--- config.mk ---
export PLATFORM = sky130hd
export DESIGN_NAME = accel_step_detector
export DESIGN_NICKNAME = d
export VERILOG_FILES = /design/src/hw/rtl/asd_pkg.sv /design/src/hw/rtl/asd_square_lane.sv /design/src/hw/rtl/asd_merge.sv /design/src/hw/rtl/asd_step_ctrl.sv /design/src/hw/rtl/accel_step_detector.sv
export SDC_FILE = /design/constraint.sdc
export NUM_CORES = 2
export LEC_CHECK = 0
export BUFFER_PORTS_ARGS = -buffer_cell sky130_fd_sc_hd__clkbuf_2
export CAP_MARGIN = 20
export CORE_ASPECT_RATIO = 1.1
export CORE_MARGIN = 2
export CORE_UTILIZATION = 35
export CTS_CLUSTER_DIAMETER = 100
export DETAILED_ROUTE_END_ITERATION = 7
export PLACE_DENSITY = 0.57
export SETUP_SLACK_MARGIN = 0.1
export SYNTH_ARGS = -nofsm -noshare
export SYNTH_HDL_FRONTEND = slang
export SYNTH_SLANG_ARGS = --single-unit
--- constraint.sdc ---
create_clock -name clk -period 7.41 [get_ports clk]
set_input_delay 1.482 -clock clk [delete_from_list [all_inputs] [get_ports clk]]
set_output_delay 1.482 -clock clk [all_outputs]
set_load 0.005 [all_outputs]
--- src/hw/rtl/asd_pkg.sv ---
// ----------------------------------------------------------------------------
// Accelerometer step detector package
// Shared widths, codes and transaction types of the step detector.
// ----------------------------------------------------------------------------
package asd_pkg;

	localparam int SAMPLE_BITS = 16;
	localparam int ACCEL_W     = 16;
	localparam int SQ_W        = 2 * SAMPLE_BITS;
	localparam int SUM_W       = SQ_W + 2;
	localparam int THR_W       = 32;
	localparam int CMP_W       = (SUM_W > THR_W) ? SUM_W : THR_W;
	localparam int TIME_W      = 32;
	localparam int INTV_W      = 16;
	localparam int CNT_W       = 32;
	localparam int CFG_IDX_W   = 8;
	localparam int CFG_DATA_W  = 32;

	localparam logic [CFG_IDX_W-1:0] REG_THRESHOLD_SQ    = 8'd0;
	localparam logic [CFG_IDX_W-1:0] REG_MIN_INTERVAL_MS = 8'd1;

	localparam logic [THR_W-1:0]  THRESHOLD_SQ_RESET    = 32'd21050000;
	localparam logic [INTV_W-1:0] MIN_INTERVAL_MS_RESET = 16'd300;

	localparam logic OP_SAMPLE = 1'b0;
	localparam logic OP_CLEAR  = 1'b1;

	typedef struct packed {
		logic              op;
		logic [TIME_W-1:0] time_ms;
	} item_ctl_t;

	typedef struct packed {
		logic              op;
		logic              above;
		logic [TIME_W-1:0] time_ms;
	} step_req_t;

endpackage

--- src/hw/rtl/asd_square_lane.sv ---
// ----------------------------------------------------------------------------
// Square lane
// Squares one signed axis sample taken at SAMPLE_BITS bits and registers it.
// ----------------------------------------------------------------------------
module asd_square_lane import asd_pkg::*; (
	input  logic                      clk,
	input  logic                      en,
	input  logic signed [ACCEL_W-1:0] sample,
	output logic [SQ_W-1:0]           sq_s1
);

	logic [SAMPLE_BITS+ACCEL_W-1:0] ext;
	logic [SAMPLE_BITS-1:0]         v;
	logic [SAMPLE_BITS-1:0]         neg;
	logic [SAMPLE_BITS-1:0]         mag;
	logic [SQ_W-1:0]                prod;

	always_comb begin
		ext  = {{SAMPLE_BITS{1'b0}}, sample};
		v    = ext[SAMPLE_BITS-1:0];
		neg  = ~v + {{(SAMPLE_BITS-1){1'b0}}, 1'b1};
		mag  = v[SAMPLE_BITS-1] ? neg : v;
		prod = SQ_W'(mag) * SQ_W'(mag);
	end

	always_ff @(posedge clk) begin
		if (en) begin
			sq_s1 <= prod;
		end
	end

endmodule

--- src/hw/rtl/asd_merge.sv ---
// ----------------------------------------------------------------------------
// Lane merge
// Sums the three squared axes and compares the magnitude with the threshold.
// ----------------------------------------------------------------------------
module asd_merge import asd_pkg::*; (
	input  logic             clk,
	input  logic             en,
	input  logic [SQ_W-1:0]  sq_x_s1,
	input  logic [SQ_W-1:0]  sq_y_s1,
	input  logic [SQ_W-1:0]  sq_z_s1,
	input  item_ctl_t        ctl_s1,
	input  logic [THR_W-1:0] threshold_sq,
	output step_req_t        req_s2
);

	logic [CMP_W-1:0] mag_sq;
	logic             above;

	always_comb begin
		mag_sq = CMP_W'(sq_x_s1) + CMP_W'(sq_y_s1) + CMP_W'(sq_z_s1);
		above  = mag_sq >= CMP_W'(threshold_sq);
	end

	always_ff @(posedge clk) begin
		if (en) begin
			req_s2.op      <= ctl_s1.op;
			req_s2.above   <= above;
			req_s2.time_ms <= ctl_s1.time_ms;
		end
	end

endmodule

--- src/hw/rtl/asd_step_ctrl.sv ---
// ----------------------------------------------------------------------------
// Step control
// Holds the crossing state, the last step time and the step total.
// ----------------------------------------------------------------------------
module asd_step_ctrl import asd_pkg::*; (
	input  logic              clk,
	input  logic              arst_n,
	input  logic              load,
	input  step_req_t         req_s2,
	input  logic [INTV_W-1:0] min_interval_ms,
	output logic              detected_q,
	output logic [CNT_W-1:0]  total_q
);

	logic              prev_below_q;
	logic [TIME_W-1:0] last_step_time_q;
	logic [TIME_W-1:0] elapsed;
	logic              count_step;

	always_comb begin
		elapsed    = req_s2.time_ms - last_step_time_q;
		count_step = prev_below_q && req_s2.above
			&& (elapsed >= TIME_W'(min_interval_ms));
	end

	always_ff @(posedge clk or negedge arst_n) begin
		if (!arst_n) begin
			prev_below_q     <= 1'b1;
			last_step_time_q <= '0;
			total_q          <= '0;
			detected_q       <= 1'b0;
		end else if (load) begin
			if (req_s2.op == OP_CLEAR) begin
				total_q    <= '0;
				detected_q <= 1'b0;
			end else begin
				prev_below_q <= !req_s2.above;
				detected_q   <= count_step;
				if (count_step) begin
					total_q          <= total_q + CNT_W'(1);
					last_step_time_q <= req_s2.time_ms;
				end
			end
		end
	end

endmodule

--- src/hw/rtl/accel_step_detector.sv ---
// ----------------------------------------------------------------------------
// Accelerometer step detector
// Counts steps as upward threshold crossings of the squared acceleration.
// ----------------------------------------------------------------------------
// Each input transaction carries an op, three signed axis samples and a
// millisecond timestamp. A sample op squares the axes in three parallel
// lanes, sums them and compares the sum with threshold_sq. A rise from below
// to at or above the threshold counts a step if at least min_interval_ms has
// passed since the last counted step. A clear op zeroes the step count.
// Every input transaction yields exactly one output transaction with
// step_detected and step_count.
// The pipeline has three register stages: the squared axes, the merged
// compare result and the step control outputs. One transaction per cycle
// is sustained while the receiver does not stall. When the receiver stalls,
// results stay in the output register and the earlier stages keep filling,
// so input is accepted until all three stages hold a transaction.
// Configuration writes are always accepted.
// After reset the registers hold their default values, the count and last
// step time are zero and the previous sample counts as below threshold.
// ----------------------------------------------------------------------------
module accel_step_detector import asd_pkg::*; (
	input  logic                      clk,
	input  logic                      arst_n,
	input  logic                      in_valid,
	output logic                      in_ready,
	input  logic                      op,
	input  logic signed [ACCEL_W-1:0] accel_x,
	input  logic signed [ACCEL_W-1:0] accel_y,
	input  logic signed [ACCEL_W-1:0] accel_z,
	input  logic [TIME_W-1:0]         time_ms,
	output logic                      out_valid,
	input  logic                      out_ready,
	output logic                      step_detected,
	output logic [CNT_W-1:0]          step_count,
	input  logic                      cfg_valid,
	output logic                      cfg_ready,
	input  logic [CFG_IDX_W-1:0]      cfg_index,
	input  logic [CFG_DATA_W-1:0]     cfg_data
);

	logic [THR_W-1:0]  threshold_sq_q;
	logic [INTV_W-1:0] min_interval_ms_q;
	logic              valid_s1;
	logic              valid_s2;
	logic              out_valid_q;
	logic              adv_out;
	logic              en_s2;
	logic              en_s1;
	logic              load_out;
	item_ctl_t         ctl_s1;
	step_req_t         req_s2;
	logic [SQ_W-1:0]   sq_x_s1;
	logic [SQ_W-1:0]   sq_y_s1;
	logic [SQ_W-1:0]   sq_z_s1;

	assign cfg_ready = 1'b1;

	always_ff @(posedge clk or negedge arst_n) begin
		if (!arst_n) begin
			threshold_sq_q    <= THRESHOLD_SQ_RESET;
			min_interval_ms_q <= MIN_INTERVAL_MS_RESET;
		end else if (cfg_valid && cfg_ready) begin
			unique case (cfg_index)
				REG_THRESHOLD_SQ: begin
					threshold_sq_q <= cfg_data[THR_W-1:0];
				end
				REG_MIN_INTERVAL_MS: begin
					min_interval_ms_q <= cfg_data[INTV_W-1:0];
				end
				default: begin
				end
			endcase
		end
	end

	always_comb begin
		adv_out  = !out_valid_q || out_ready;
		en_s2    = !valid_s2 || adv_out;
		en_s1    = !valid_s1 || en_s2;
		load_out = valid_s2 && adv_out;
		in_ready = en_s1;
	end

	always_ff @(posedge clk or negedge arst_n) begin
		if (!arst_n) begin
			valid_s1    <= 1'b0;
			valid_s2    <= 1'b0;
			out_valid_q <= 1'b0;
		end else begin
			if (en_s1) begin
				valid_s1 <= in_valid;
			end
			if (en_s2) begin
				valid_s2 <= valid_s1;
			end
			if (adv_out) begin
				out_valid_q <= valid_s2;
			end
		end
	end

	always_ff @(posedge clk) begin
		if (en_s1) begin
			ctl_s1.op      <= op;
			ctl_s1.time_ms <= time_ms;
		end
	end

	asd_square_lane u_lane_x (
		.clk    (clk),
		.en     (en_s1),
		.sample (accel_x),
		.sq_s1  (sq_x_s1)
	);

	asd_square_lane u_lane_y (
		.clk    (clk),
		.en     (en_s1),
		.sample (accel_y),
		.sq_s1  (sq_y_s1)
	);

	asd_square_lane u_lane_z (
		.clk    (clk),
		.en     (en_s1),
		.sample (accel_z),
		.sq_s1  (sq_z_s1)
	);

	asd_merge u_merge (
		.clk          (clk),
		.en           (en_s2),
		.sq_x_s1      (sq_x_s1),
		.sq_y_s1      (sq_y_s1),
		.sq_z_s1      (sq_z_s1),
		.ctl_s1       (ctl_s1),
		.threshold_sq (threshold_sq_q),
		.req_s2       (req_s2)
	);

	asd_step_ctrl u_step_ctrl (
		.clk             (clk),
		.arst_n          (arst_n),
		.load            (load_out),
		.req_s2          (req_s2),
		.min_interval_ms (min_interval_ms_q),
		.detected_q      (step_detected),
		.total_q         (step_count)
	);

	assign out_valid = out_valid_q;

	a_clear_zeroes_count: assert property (@(posedge clk) disable iff (!arst_n)
		load_out && (req_s2.op == OP_CLEAR) |=> (step_count == '0) && !step_detected)
		else $error("clear transaction did not zero the step count");

	a_count_follows_flag: assert property (@(posedge clk) disable iff (!arst_n)
		load_out && (req_s2.op == OP_SAMPLE)
		|=> step_count == $past(step_count) + CNT_W'(step_detected))
		else $error("step count does not match the step flag");

	a_ready_when_room: assert property (@(posedge clk) disable iff (!arst_n)
		!in_ready |-> valid_s1 && valid_s2 && out_valid_q)
		else $error("input stalled while the pipeline had room");

endmodule
==> flow_summary.ini <==
[run_status]
outcome = complete, but fails checks
violations = negative setup slack

[clocking]
cts-root-buf = clkbuf_16
clockBufferDepth = 3
clk_latency_ps = 570
cts_tree = done
htree_levels = 2
numCtsBuffers = 34
cts_num_sinks = 277
postCtsHoldBufs = 0
clkTransAtPathRegs_ps = 60

[timing]
fin_crit_ps = 8270
rsz0062_at_grt = yes
drv_slew = 0
layout_setup_ws_ps = -862
finalHoldViolCount = 0
min_period_over_period_pct = 112
setup_violations = 40
tns_ps = -15620
skew_ps = 43.7
worstMarginPinSlew_ps = 1110
fmax_mhz = 121
slew_headroom_pct = 25.9

[floorplanning]
design.die.area_um2 = 109000
rows = 125
fp.dieW_um = 314
die_h_um = 345
initial_core_util_pct = 35.2
ios = 162
coreArea_um2 = 105000

[cells_and_area]
drive_gt1_share_pct = 27.3
most-common-layout-cells = inv_1 (755), buf_4 (611), fa_1 (471)
fin_util_pct = 45.1
layout_commonest_cell = inv_1
instances_no_fill = 6113
nets = 5740
synthToLayoutAreaGrowth_pct = 28.2

[min_path]
whs_endpoint = u_merge.req_s2[11]
min_from = ctl_s1[11]
hold_depth = 0
hold_path_class = flop to flop

[route]
antenna_left = 0
dr.pass1.iters = 5
wire_per_inst_um = 15.6
dr_total_vias = 29000
wirelength_um = 95400
drt_iter0_markers = 1344
vias_per_cell = 4.74
route.detailed.drc = 0

[yosys]
syn_avg_cell_area_um2 = 9.58
yosys_register_bits = 277
synth.area.top_cells = fa_1 (26%), ha_1 (15%), edfxtp_1 (13%)
synthArstFlopShare_pct = 42.2
syn_area_um2 = 37100
syn_inst = 3873
yosysSeqAreaShare_pct = 20.9
netlist-cell-type-count = 81
synth-main-ff-cell = edfxtp_1
yosys.area.top_type = fa_1
yosys_warnings = 0
synth-edff-count = 160
synth_top_area_share_pct = 26.5

[setup_path]
critPathKind = primary input to flop
end_kind = flop
critical_path_required_ps = 7690
r2r_cells = 27
critical_path.max_stage_delay_ps = 550
reg2reg_to = u_merge.req_s2[32]
critical_path.slowest_cell = fa_1
r2r_start = u_lane_x.sq_s1[3]
cp_common_cell = fa_1
start_kind = primary input
cp_max_fo = 3
r2r_slack_ps = 540
worst_ep_arrival_time_ps = 8550

[global_routing]
grt_pass1_vias = 30800
antenna_found_initial = 4
grt_usage_pct = 17.7
grt_max_degree = 65
grt-ovfl-total = 0
grt_pass1_wl_um = 155000

[place]
place_congestion = 0.898
io_buffers = 160
placed_cells = 5958
hpwl_um = 80200

[flow_run]
cap_violations = 0
[critical path, delay by kind of cell]
| family | cells | cell delay, ps |
|---|---|---|
| AOI/OAI and AO/OA | 7 | 1510 |
| xor gates and xnor gates | 2 | 220 |
| adders and majority gates | 7 | 3190 |
| buffers and inverters | 8 | 710 |
| and+or+nand+nor | 7 | 1440 |
[sequential cells by signal (all words and copies together), names as in the netlist]
register and count:
u_lane_y.sq_s1 31, valid_s1 1, u_step_ctrl.last_step_time_q 32, u_lane_z.sq_s1 31
u_step_ctrl.total_q 32, min_interval_ms_q 16, u_step_ctrl.detected_q 1, out_valid 1
valid_s2 1, u_step_ctrl.prev_below_q 1, ctl_s1 33, u_lane_x.sq_s1 31
threshold_sq_q 32, u_merge.req_s2 34
[final cells by class]
type / instances / area, um2
inverter: 822 / 3130
clock inverter: 21 / 171
tap: 1397 / 1750
clock buffer: 41 / 897
multi-input combinational: 2731 / 27800
fill: 10200 / 57900
sequential: 277 / 7750
timing repair buffer: 821 / 6030
antenna: 3 / 7.51
[how the worst max path moves through the flow]
stage | from | endpoint | slack [ps] | cells after the start
after detailed placement | accel_x[3] | u_lane_x.sq_s1[30] | -1730 | 30
final | accel_x[2] | u_lane_x.sq_s1[30] | -860 | 31
after global placement | accel_x[3] | u_lane_x.sq_s1[30] | -1550 | 30
after CTS | accel_x[2] | u_lane_x.sq_s1[31] | -920 | 32
after floorplan | accel_x[3] | u_lane_x.sq_s1[30] | -1470 | 30
after global routing | accel_x[2] | u_lane_x.sq_s1[31] | -1110 | 37
[logic make-up (layout without fill, tap and decap cells)]
logic type	count (synthesis)	count (layout)	synth area share (%)
xor+xnor	219	219	5.19
simple gates	902	902	10.9
fa+ha+maj	927	927	41.2
other cells	2	37	0.0202
buf+inv	897	1705	9.18
flops	277	277	20.9
compound gates	594	594	10.7
mux	55	55	1.95
[Yosys cell counts, types with 23 or more instances]
cell and count:
a21o_1 83, a21oi_1 158, and2_1 26, and3_1 29
clkbuf_1 65, dfrtp_1 104, edfxtp_1 160, fa_1 491
ha_1 436, inv_1 802, mux2_4 29, nand2_1 329
nand2b_1 31, nand3_1 35, nand4_1 24, nor2_1 299
nor2b_1 23, nor3_1 50, o21a_1 34, o21ai_0 101
o21bai_1 25, xnor2_1 153, xor2_1 65
[what timing repair did]
action / CTS / global route
pin swaps: 148 / 102
resized for setup: 162 / 135
setup buffers: 77 / 35
setup endpoints to repair: 51 / 55
[per-stage QoR]
stage	worst slack [ps]	cell area (um2)	hold WS [ps]
after floorplan	-1470	38100	400
after CTS	-923	46900	417
after global routing	-1110	47600	423
after detailed placement	-1730	44700	406
after global placement	-1550	44600	402
final	-862	47600	418
[per-layer routing]
metal | vias to the layer above | part of all wire, % | GRT usage, %
li1 | 14200 | - | -
met1 | 14300 | 43 | 22.4
met2 | 434 | 52 | 32.2
met3 | 108 | 3.2 | 1.72
met4 | 0 | 2.2 | 4.34
met5 | - | 0 | 0
Power is not shown: default switching activity piles up to over one toggle a cycle in this logic, so the estimate is an artifact.
